--- src/rtl/core/bdad_pkg.sv ---
package bdad_pkg;

  localparam int unsigned NUM_PLACES = 5;
  localparam int unsigned PLACE_W    = $clog2(NUM_PLACES);
  localparam int unsigned VALUE_W    = 16;
  localparam int unsigned CHAR_W     = 6;
  localparam int unsigned DIGIT_W    = 4;
  localparam int unsigned MULT_W     = 17;
  localparam int unsigned MAX_DIGIT  = 9;

  localparam logic [CHAR_W-1:0]  ASCII_ZERO = 6'd48;
  localparam logic [PLACE_W-1:0] LAST_PLACE = PLACE_W'(NUM_PLACES - 1);

  typedef enum logic [1:0] {
    S_IDLE = 2'b01,
    S_RUN  = 2'b10
  } state_t;

  typedef struct packed {
    logic load;
    logic step;
  } ctrl_t;

  typedef struct packed {
    logic last_place;
  } status_t;

  // weight of a decimal place, most significant place first
  function automatic logic [MULT_W-1:0] place_weight(input logic [PLACE_W-1:0] place);
    logic [MULT_W-1:0] w;
    case (place)
      3'd0:    w = 17'd10000;
      3'd1:    w = 17'd1000;
      3'd2:    w = 17'd100;
      3'd3:    w = 17'd10;
      default: w = 17'd1;
    endcase
    return w;
  endfunction

  // k times the place weight, k = 0..9
  function automatic logic [MULT_W-1:0] place_mult(input logic [PLACE_W-1:0] place,
                                                   input logic [DIGIT_W-1:0] k);
    logic [MULT_W-1:0] w;
    w = place_weight(place);
    return MULT_W'(w * MULT_W'(k));
  endfunction

endpackage

--- src/rtl/core/bdad_ctrl.sv ---
module bdad_ctrl
  import bdad_pkg::*;
(
  input  logic    clk,
  input  logic    rst_n,
  input  logic    start,
  output logic    busy,
  output ctrl_t   ctrl,
  input  status_t status
);

  state_t state_r, state_nxt;

  always_ff @(posedge clk) begin
    if (!rst_n) begin
      state_r <= S_IDLE;
    end else begin
      state_r <= state_nxt;
    end
  end

  always_comb begin
    state_nxt = state_r;
    ctrl.load = 1'b0;
    ctrl.step = 1'b0;
    case (state_r)
      S_IDLE: begin
        if (start) begin
          ctrl.load = 1'b1;
          state_nxt = S_RUN;
        end
      end
      S_RUN: begin
        ctrl.step = 1'b1;
        if (status.last_place) begin
          state_nxt = S_IDLE;
        end
      end
      default: begin
        state_nxt = S_IDLE;
      end
    endcase
  end

  assign busy = (state_r != S_IDLE);

endmodule

--- src/rtl/core/bdad_datapath.sv ---
module bdad_datapath
  import bdad_pkg::*;
(
  input  logic               clk,
  input  logic               rst_n,
  input  ctrl_t              ctrl,
  output status_t            status,
  input  logic [VALUE_W-1:0] in_value,
  output logic               out_valid,
  output logic [CHAR_W-1:0]  out_digit_char,
  output logic               out_last_digit
);

  logic [VALUE_W-1:0] rest_r, rest_nxt;
  logic [PLACE_W-1:0] place_r, place_nxt;
  logic [PLACE_W-1:0] first_place;
  logic [DIGIT_W-1:0] digit;
  logic [MULT_W-1:0]  digit_mult;
  logic               out_valid_r;
  logic [CHAR_W-1:0]  out_char_r;
  logic               out_last_r;

  // leading-zero suppression: zero keeps only the units place
  always_comb begin
    if (in_value >= 16'd10000) begin
      first_place = 3'd0;
    end else if (in_value >= 16'd1000) begin
      first_place = 3'd1;
    end else if (in_value >= 16'd100) begin
      first_place = 3'd2;
    end else if (in_value >= 16'd10) begin
      first_place = 3'd3;
    end else begin
      first_place = LAST_PLACE;
    end
  end

  // digit = largest k with k*weight <= rest; independent compares
  always_comb begin
    digit = '0;
    for (int k = 1; k <= MAX_DIGIT; k++) begin
      if ({1'b0, rest_r} >= place_mult(place_r, DIGIT_W'(k))) begin
        digit = DIGIT_W'(k);
      end
    end
  end

  assign digit_mult = place_mult(place_r, digit);

  always_comb begin
    rest_nxt  = rest_r;
    place_nxt = place_r;
    if (ctrl.load) begin
      rest_nxt  = in_value;
      place_nxt = first_place;
    end else if (ctrl.step) begin
      rest_nxt  = rest_r - digit_mult[VALUE_W-1:0];
      place_nxt = place_r + PLACE_W'(1);
    end
  end

  always_ff @(posedge clk) begin
    rest_r  <= rest_nxt;
    place_r <= place_nxt;
    if (ctrl.step) begin
      out_char_r <= ASCII_ZERO + CHAR_W'(digit);
      out_last_r <= (place_r == LAST_PLACE);
    end
  end

  always_ff @(posedge clk) begin
    if (!rst_n) begin
      out_valid_r <= 1'b0;
    end else begin
      out_valid_r <= ctrl.step;
    end
  end

  assign status.last_place = (place_r == LAST_PLACE);
  assign out_valid         = out_valid_r;
  assign out_digit_char    = out_char_r;
  assign out_last_digit    = out_last_r;

endmodule

--- src/rtl/core/binary_to_decimal_ascii_digits_unit.sv ---
// Channel   Ports                              Handshake
// ------    ---------------------------------  -------------------------------
// input     in_value[15:0]                     taken at edge with start & !busy
// result    out_digit_char[5:0], out_last_digit one cycle, marked by out_valid
//
// A number of N decimal digits (1 to 5, leading zeros dropped, zero gives '0')
// keeps busy high from the accepting edge until its units digit has been
// resolved; no new item is taken before busy falls. The busy time is set by
// the digit loop: one decimal place is resolved per cycle by the shared
// compare-and-subtract unit in the datapath.
// Digits appear most significant first, in the cycle after each step, each for a
// single cycle; out_last_digit marks the units digit.
// Synchronous active-low reset returns the controller to idle and clears
// out_valid. The receiver cannot stall; start is ignored while busy.
module binary_to_decimal_ascii_digits_unit
  import bdad_pkg::*;
(
  input  logic               clk,
  input  logic               rst_n,
  input  logic               start,
  output logic               busy,
  input  logic [VALUE_W-1:0] in_value,
  output logic               out_valid,
  output logic [CHAR_W-1:0]  out_digit_char,
  output logic               out_last_digit
);

  // controller <-> datapath command and status
  ctrl_t   ctrl;
  status_t status;

  // sequencer: idle, then one step per decimal place
  bdad_ctrl u_ctrl (
    .clk    (clk),
    .rst_n  (rst_n),
    .start  (start),
    .busy   (busy),
    .ctrl   (ctrl),
    .status (status)
  );

  // remainder, place counter, digit unit and result registers
  bdad_datapath u_datapath (
    .clk            (clk),
    .rst_n          (rst_n),
    .ctrl           (ctrl),
    .status         (status),
    .in_value       (in_value),
    .out_valid      (out_valid),
    .out_digit_char (out_digit_char),
    .out_last_digit (out_last_digit)
  );

endmodule
--- config.mk ---
export PLATFORM = sky130hd
export DESIGN_NAME = binary_to_decimal_ascii_digits_unit
export DESIGN_NICKNAME = d
export VERILOG_FILES = /design/src/rtl/core/bdad_pkg.sv /design/src/rtl/core/bdad_ctrl.sv /design/src/rtl/core/bdad_datapath.sv /design/src/rtl/core/binary_to_decimal_ascii_digits_unit.sv
export SDC_FILE = /design/constraint.sdc
export NUM_CORES = 1
export LEC_CHECK = 0
export BUFFER_PORTS_ARGS = -buffer_cell sky130_fd_sc_hd__buf_2
export CORE_UTILIZATION = 40
export DETAILED_ROUTE_END_ITERATION = 7
export GPL_ROUTABILITY_DRIVEN = 0
export PLACE_DENSITY = 0.63
export SETUP_SLACK_MARGIN = 0.15
export SKIP_LAST_GASP = 1
export SYNTH_ARGS = -nofsm -noshare
export SYNTH_HDL_FRONTEND = slang
export SYNTH_HIERARCHICAL = 1
export SYNTH_SLANG_ARGS = --single-unit
--- constraint.sdc ---
create_clock -name clk -period 22.5 [get_ports clk]
set_input_delay 1.125 -clock clk [delete_from_list [all_inputs] [get_ports clk]]
set_output_delay 1.125 -clock clk [all_outputs]
set_load 0.02 [all_outputs]
==> impl_results.md, run 1 <==
- Commonest non-fill, non-tap cells in the layout: 166 x ha_1, 115 x inv_1, 62 x nand2_1
- Total power: 1.208 mW
- Post-CTS Resized: 0
- Hold Buf Count CTS: 0
- Die Ht: 134.4 µm
- Final Cell Area: 7483 µm²
- Outcome: finished clean
- Routed vias: 5,996
- GR met1 Demand/Resource: 0.2934
- Top cells by area, synth: ha_1 30%, fa_1 11%, edfxtp_1 10%
- TritonCTS Buffers: 3
- Vias per inst: 5.557
- Area fraction of the dominant cell type after synthesis: 0.2962
- Sequential area share after synthesis: 0.1113
- Most common cell after layout, fill and taps aside: ha_1
- Core ar.: 17,240 µm²
- Post-synth cell types: 72
- Worst setup EP type: flop
- Yosys top cell by area: ha_1
- Placed Cells incl. Taps: 1,075
- Final slew viol count: 0
- Skew final: 7.014 ps
- Max-capacitance violation count: 0
- CTS clk-pin slew, worst paths: 80 ps
- Slew @ Worst Pin: 908.4 ps
- Area Overhead vs Synth: 6.708%
- Final min period: 11,590 ps
- Crit-path slowest cell: nor2_1
- Max H-tree Level: 1
- Iter 0 DRT Violations: 343
- Die Span X: 134.4 µm
- Critical path class: flop to flop
- Total track usage: 0.2246
- VDD IR max: 0.1406 mV
- Residual DRC: 0
- GRT Residual Overflow: 0
- Synthesized cell area: 7013 µm²
- Relative slew slack: 0.3921
- Worst r2r path cells: 43
- Pin count of the biggest net entering global routing: 38
- Fin. Hold Viols: 0
- CTS tree: built
- Post-Route Setup TNS: 0 ps
- Met3 usage: 0.02759
- Initial Util: 0.4069
- Dominant register cell in the synthesized netlist: edfxtp_1
- Clk_lat worst skew: 270 ps
- Tcrit/Tclk final: 0.5149
- Core Util, Final: 0.4342
- RSZ-0062 raised after global routing: false
- Sink Count: 27
- Initial antenna violation count: 0
- EDFF count, synth: 24
- Setup Viol. Count Final: 0
- Leakage: 3.550 nW
- Register Area: 780.7 µm²
- Rows: 48
- Max incr delay on CP: 730 ps
- Post CTS Setup Buffer Count: 0
- Multi-input gate area: 5713 µm²
- CP Data Arrival Time: 11,600 ps
- FMAX: 86.31 MHz
- Mapped Cells: 830
- Final ANT Viol Nets: 0
- Net count, final: 1,080
- PwrDens: 161.4 nW/µm²
- Ys async rst share: 0
- Crit-path max FO: 13
- Worst path most repeated cell: inv_1
- First-pass GRT wire length: 31.55 mm
- Area post-placement: 7400 µm²
- Filler cells: 1,728
- Die area: 18,070 µm²
- Hold path cells: 2
- Hold crit path type: flop to flop
- Post-detail-place hpwl: 15.99 mm
- Yosys warns: 6
- Non-filler instance count after layout: 1,079
- Seq cells post-synth: 27
- Clock buffer depth: 2
- Root buf cell: clkbuf_16
- Layout cells sized above 1: 0.07143
- Routed wire per std cell: 18.02 µm
- CP startpoint kind: flop
- Port bufs: 25
- Diode count: 0
- IO Pins: 28
- Drt pass-1 iters: 5
- Met2 Use GR: 0.3874
- Number of global-route vias before repair: 6,093
- Required time of the critical path: 22,510 ps
- Avg Cell Area, Syn: 8.449 µm²
- GRT busiest layer: met2
- Routed wire length: 19.45 mm
==> metal layers <==
layer  up-vias  wire length (µm)
met1      2823              8703
li1       2968                 -
met3        34              1205
met4         0               518
met2       171              9018
met5         -                 0
==> path summary, 6_finish.rpt <==
check | startpoint | end | slack, ps
setup reg to reg | u_datapath/place_r[0]$_DFFE_PP_ | u_datapath/rest_r[15]$_DFFE_PP_ | 10910
setup / recovery | u_datapath/place_r[0]$_DFFE_PP_ | u_datapath/rest_r[15]$_DFFE_PP_ | 10910
hold / removal | u_ctrl/state_r[0]$_SDFFE_PN1P_ | u_ctrl/state_r[0]$_SDFFE_PN1P_ | 590
hold reg to reg | u_ctrl/state_r[0]$_SDFFE_PN1P_ | u_ctrl/state_r[0]$_SDFFE_PN1P_ | 590
==> cell families after synthesis <==
logic type      Yosys count  share of synthesized area
mux                       3                   0.004639
compound gates          204                     0.1948
fa+ha+maj               206                     0.4103
other cells               2                   0.001071
simple gates            205                     0.1459
flops                    27                     0.1113
buf+inv                 138                    0.07565
xor+xnor                 45                    0.05620
==> layout make-up <==
class	instances	share of cell area
Inverter	127	0.06370
Clock buffer	3	0.01003
Tap cell	225	0.03762
Multi-Input combinational cell	668	0.7634
Clock inverter	1	0.001170
Timing Repair Buffer	28	0.01973
Sequential cell	27	0.1043
==> metrics by stage <==
| stage | hold slack [ps] | worst slack (ps) |
|---|---|---|
| 6_report | 588.1 | 10910 |
| 5_1_grt | 630.3 | 10250 |
| 4_1_cts | 589.7 | 11080 |
| 3_5_place_dp | 571.9 | 11100 |
| 3_3_place_gp | 559.0 | 11470 |
| 2_1_floorplan | 524.5 | 13040 |
==> cell usage after synthesis, types with 3 or more instances <==
cell and n:
xor2_1 13, o21a_1 9, a21o_1 19, nor2_1 43
clkbuf_1 5, o21ai_1 16, o211ai_1 9, a21boi_1 3
inv_1 115, o311ai_1 3, nand2b_1 10, a211oi_1 5
nand2_1 62, and2_1 7, o21bai_1 9, a31oi_1 9
a211o_1 4, inv_2 11, and4_1 5, o21ai_0 33
nand4_1 13, fa_1 40, a21oi_1 54, nor2b_1 10
edfxtp_1 24, xnor2_1 32, nor4_1 7, or2_2 4
dfxtp_1 3, nand3_1 16, buf_2 4, and3_1 4
ha_1 166, nor3_1 10, o31ai_1 5
==> power breakdown <==
group | total [mW] | switching, mW | leakage, nW | internal (mW)
clock | 0.0444 | 0.0197 | 0.0415 | 0.0247
combinational | 0.998 | 0.569 | 3.26 | 0.428
sequential | 0.166 | 0.0683 | 0.253 | 0.0974
==> flip-flops by register name, summed over array words and instances (netlist names) <==
register and count:
u_datapath/rest_r 16, u_datapath/out_digit_char 4, u_datapath/place_r 3, u_ctrl/state_r 2
u_datapath/out_last_digit 1, u_datapath/out_valid 1
==> critical path: cells and delay by family, from the launching register on <==
kind            cells  cell delay [ps]
fa+ha+maj           8             3030
xor+xnor            2              290
buf+inv             8             1120
flops               1              410
compound gates     17             3080
simple gates        8             3390
No activity file was read; power rests on OpenSTA's default activity.
==> inputs of run 2 (changes only) <==
- ABC_AREA: unset -> 1
- PLACE_DENSITY: 0.63 -> 0.65
- clock period: 22.5 -> 9.62 ns (I/O delays scaled with it)
==> run 2 against run 1 <==
  * Sequential share of layout area is 0.82 points lower
  * Synthesized cell count up 28%
  * Power grew 130%
  * Maximum frequency rose by 32%
  * Cell count rose by 23%
==> impl_results.md, run 2 <==
- Outcome: finished clean
- Drt pass-1 iters: 7 (+2)
- Required time of the critical path: 9650 ps (-12,860 ps)
- RSZ-0062 raised after global routing: false
- Relative slew slack: 0.5591 (+0.1670)
- Skew final: 1.920 ps (-5.094 ps)
- Vias per inst: 5.242 (-5.7%)
- Iter 0 DRT Violations: 532 (+55%)
- Diode count: 0 (unchanged)
- Placed Cells incl. Taps: 1,322 (+23%)
- Post-Route Setup TNS: 0 ps (unchanged)
- Routed wire per std cell: 15.73 µm (-13%)
- Non-filler instance count after layout: 1,331 (+23%)
- Rows: 49 (+2.1%)
- Fin. Hold Viols: 0 (unchanged)
- Filler cells: 1,891 (+9.4%)
- EDFF count, synth: 24 (unchanged)
- FMAX: 113.9 MHz (+32%)
- Yosys top cell by area: ha_1
- Tcrit/Tclk final: 0.9125 (+0.3975)
- CP Data Arrival Time: 8810 ps (-2790 ps)
- Max-capacitance violation count: 0 (unchanged)
- Routed wire length: 20.94 mm (+7.7%)
- Mapped Cells: 1,062 (+28%)
- GRT Residual Overflow: 0 (unchanged)
- Port bufs: 25 (unchanged)
- Setup Viol. Count Final: 0 (unchanged)
- PwrDens: 346.6 nW/µm² (+110%)
- Number of global-route vias before repair: 6,905 (+13%)
- Max incr delay on CP: 540 ps (-190 ps)
- Worst setup EP type: flop
- Sequential area share after synthesis: 0.1041 (-0.007190)
- Area post-placement: 7960 µm² (+7.6%)
- Top cells by area, synth: ha_1 28%, fa_1 11%, nand2_1 11%
- Final ANT Viol Nets: 0 (unchanged)
- Area fraction of the dominant cell type after synthesis: 0.2770 (-0.01913)
- Core ar.: 18,150 µm² (+5.3%)
- CTS clk-pin slew, worst paths: 70 ps (about the same)
- Clock buffer depth: 2 (unchanged)
- Ys async rst share: 0 (unchanged)
- Crit-path slowest cell: fa_1
- Yosys warns: 6 (unchanged)
- Max reg flops: 16 (unchanged)
- Layout cells sized above 1: 0.08621 (+0.01478)
- Area Overhead vs Synth: 8.361%
- Commonest non-fill, non-tap cells in the layout: 211 x nand2_1, 182 x inv_1, 166 x ha_1
- CTS tree: built
- Most common cell after layout, fill and taps aside: nand2_1
- Max H-tree Level: 1 (unchanged)
- IO Pins: 28 (unchanged)
- Net count, final: 1,328 (+23%)
- Slew @ Worst Pin: 660.5 ps (-247.9 ps)
- VDD IR max: 0.3329 mV (+140%)
- Final slew viol count: 0 (unchanged)
- CP startpoint kind: flop
- Sink Count: 27 (unchanged)
- Die Ht: 138.9 µm (+3.3%)
- Initial Util: 0.4131 (+0.006260)
- Initial antenna violation count: 0 (unchanged)
- Final min period: 8778 ps (-2808 ps)
- Core Util, Final: 0.4477 (+0.01351)
- Seq cells post-synth: 27 (unchanged)
- First-pass GRT wire length: 34.55 mm (+9.5%)
- Residual DRC: 0 (unchanged)
- Pin count of the biggest net entering global routing: 24 (-37%)
- Synth cell count leaders: 213 x nand2_1, 184 x inv_1, 166 x ha_1
- Post-detail-place hpwl: 17.44 mm (+9.1%)
- Post-synth cell types: 44 (-39%)
- Most frequent cell after synthesis: nand2_1
- TritonCTS Buffers: 3 (unchanged)
- Total track usage: 0.2269 (+0.002333)
- Root buf cell: clkbuf_16
- Die Span X: 138.9 µm (+3.3%)
- Critical path class: flop to flop
- Biggest register: u_datapath/rest_r
- Clk_lat worst skew: 270 ps (about the same)
- Final Cell Area: 8124 µm² (+8.6%)
- Avg Cell Area, Syn: 7.060 µm² (-16%)
- Routed vias: 6,977 (+16%)
- Crit-path max FO: 11 (-2)
- Worst path most repeated cell: ha_1
- Hold crit path type: input pin to flop
- Leakage: 4.226 nW (+19%)
- Dominant register cell in the synthesized netlist: edfxtp_1
- Synthesized cell area: 7497 µm² (+6.9%)
- Die area: 19,290 µm² (+6.8%)
## run 2: cell types whose count changed after synthesis, moves of 8 or more
cell,delta
nor2b_1,-10
nand2b_1,-10
nand3_1,+35
nor2_1,+57
nand2_1,+151
xor2_1,+8
xnor2_1,-21
o211ai_1,-9
inv_1,+69
a21o_1,-9
a21oi_1,+19
nand4_1,+15
## run 2: worst paths after layout
path | startpoint | to | slack (ps) | depth (start not counted)
max | u_datapath/place_r[0]$_DFFE_PP_ | u_datapath/rest_r[15]$_DFFE_PP_ | 840 | 47
min | rst_n | u_ctrl/state_r[0]$_SDFFE_PN1P_ | 400 | 2
max reg2reg | u_datapath/place_r[0]$_DFFE_PP_ | u_datapath/rest_r[15]$_DFFE_PP_ | 840 | 47
min reg2reg | u_ctrl/state_r[1]$_SDFFE_PN0P_ | u_ctrl/state_r[1]$_SDFFE_PN0P_ | 530 | 2
## run 2: cell families after synthesis
logic type               synth area share
AO/OA/AOI/OAI                      0.1155
XOR/XNOR                          0.03738
adder cells (fa/ha/maj)            0.3838
buffers and inverters              0.1050
flip-flops                         0.1041
other                            0.001002
AND/OR/NAND/NOR                    0.2532
## run 2: power by group
part | internal, mW | switching (mW) | leakage [nW]
Combinational | 0.917 | 1.44 | 3.93
Clock | 0.0577 | 0.0452 | 0.0415
Sequential | 0.212 | 0.147 | 0.252
Total | 1.19 | 1.63 | 4.23
## run 2: cell type report
class | count | area [µm²] | area share
tap | 229 | 286.5 | 0.03527
multi-input combinational | 832 | 5977 | 0.7357
timing repair buffer | 40 | 237.7 | 0.02926
inverter | 199 | 758.2 | 0.09333
clock buffer | 3 | 75.07 | 0.009241
clock inverter | 1 | 8.758 | 0.001078
sequential | 27 | 780.7 | 0.09610
## run 2: critical path, delay by kind of cell (launching register included)
kind / cells / cell delay [ps]
compound gates: 10 / 1500
buf+inv: 9 / 910
flops: 1 / 440
simple gates: 18 / 2110
fa+ha+maj: 10 / 3550
## run 2: metal layers
metal / global-route usage / vias up / part of all wire
met5: 0 / - / 0
met4: 0.07895 / 0 / 0.032
met3: 0.01416 / 34 / 0.040
met2: 0.3854 / 158 / 0.47
met1: 0.3050 / 3210 / 0.46
li1: - / 3575 / -
## run 2: metrics by stage
stage	hold WS (ps)	power, mW	setup WS (ps)
2_1_floorplan	483.5	2.079	1372
3_3_place_gp	505.0	2.634	546.4
3_5_place_dp	529.5	2.651	415.7
4_1_cts	391.5	2.779	338.8
5_1_grt	419.3	3.196	145.2
6_report	397.8	2.815	842.2
## run 2: what timing repair did
| item | in CTS | in global routing |
|---|---|---|
| buffers inserted | 0 | 5 |
| hold buffers | 0 | 0 |
| endpoints found under the setup margin | 0 | 8 |
| resized for setup | 0 | 13 |
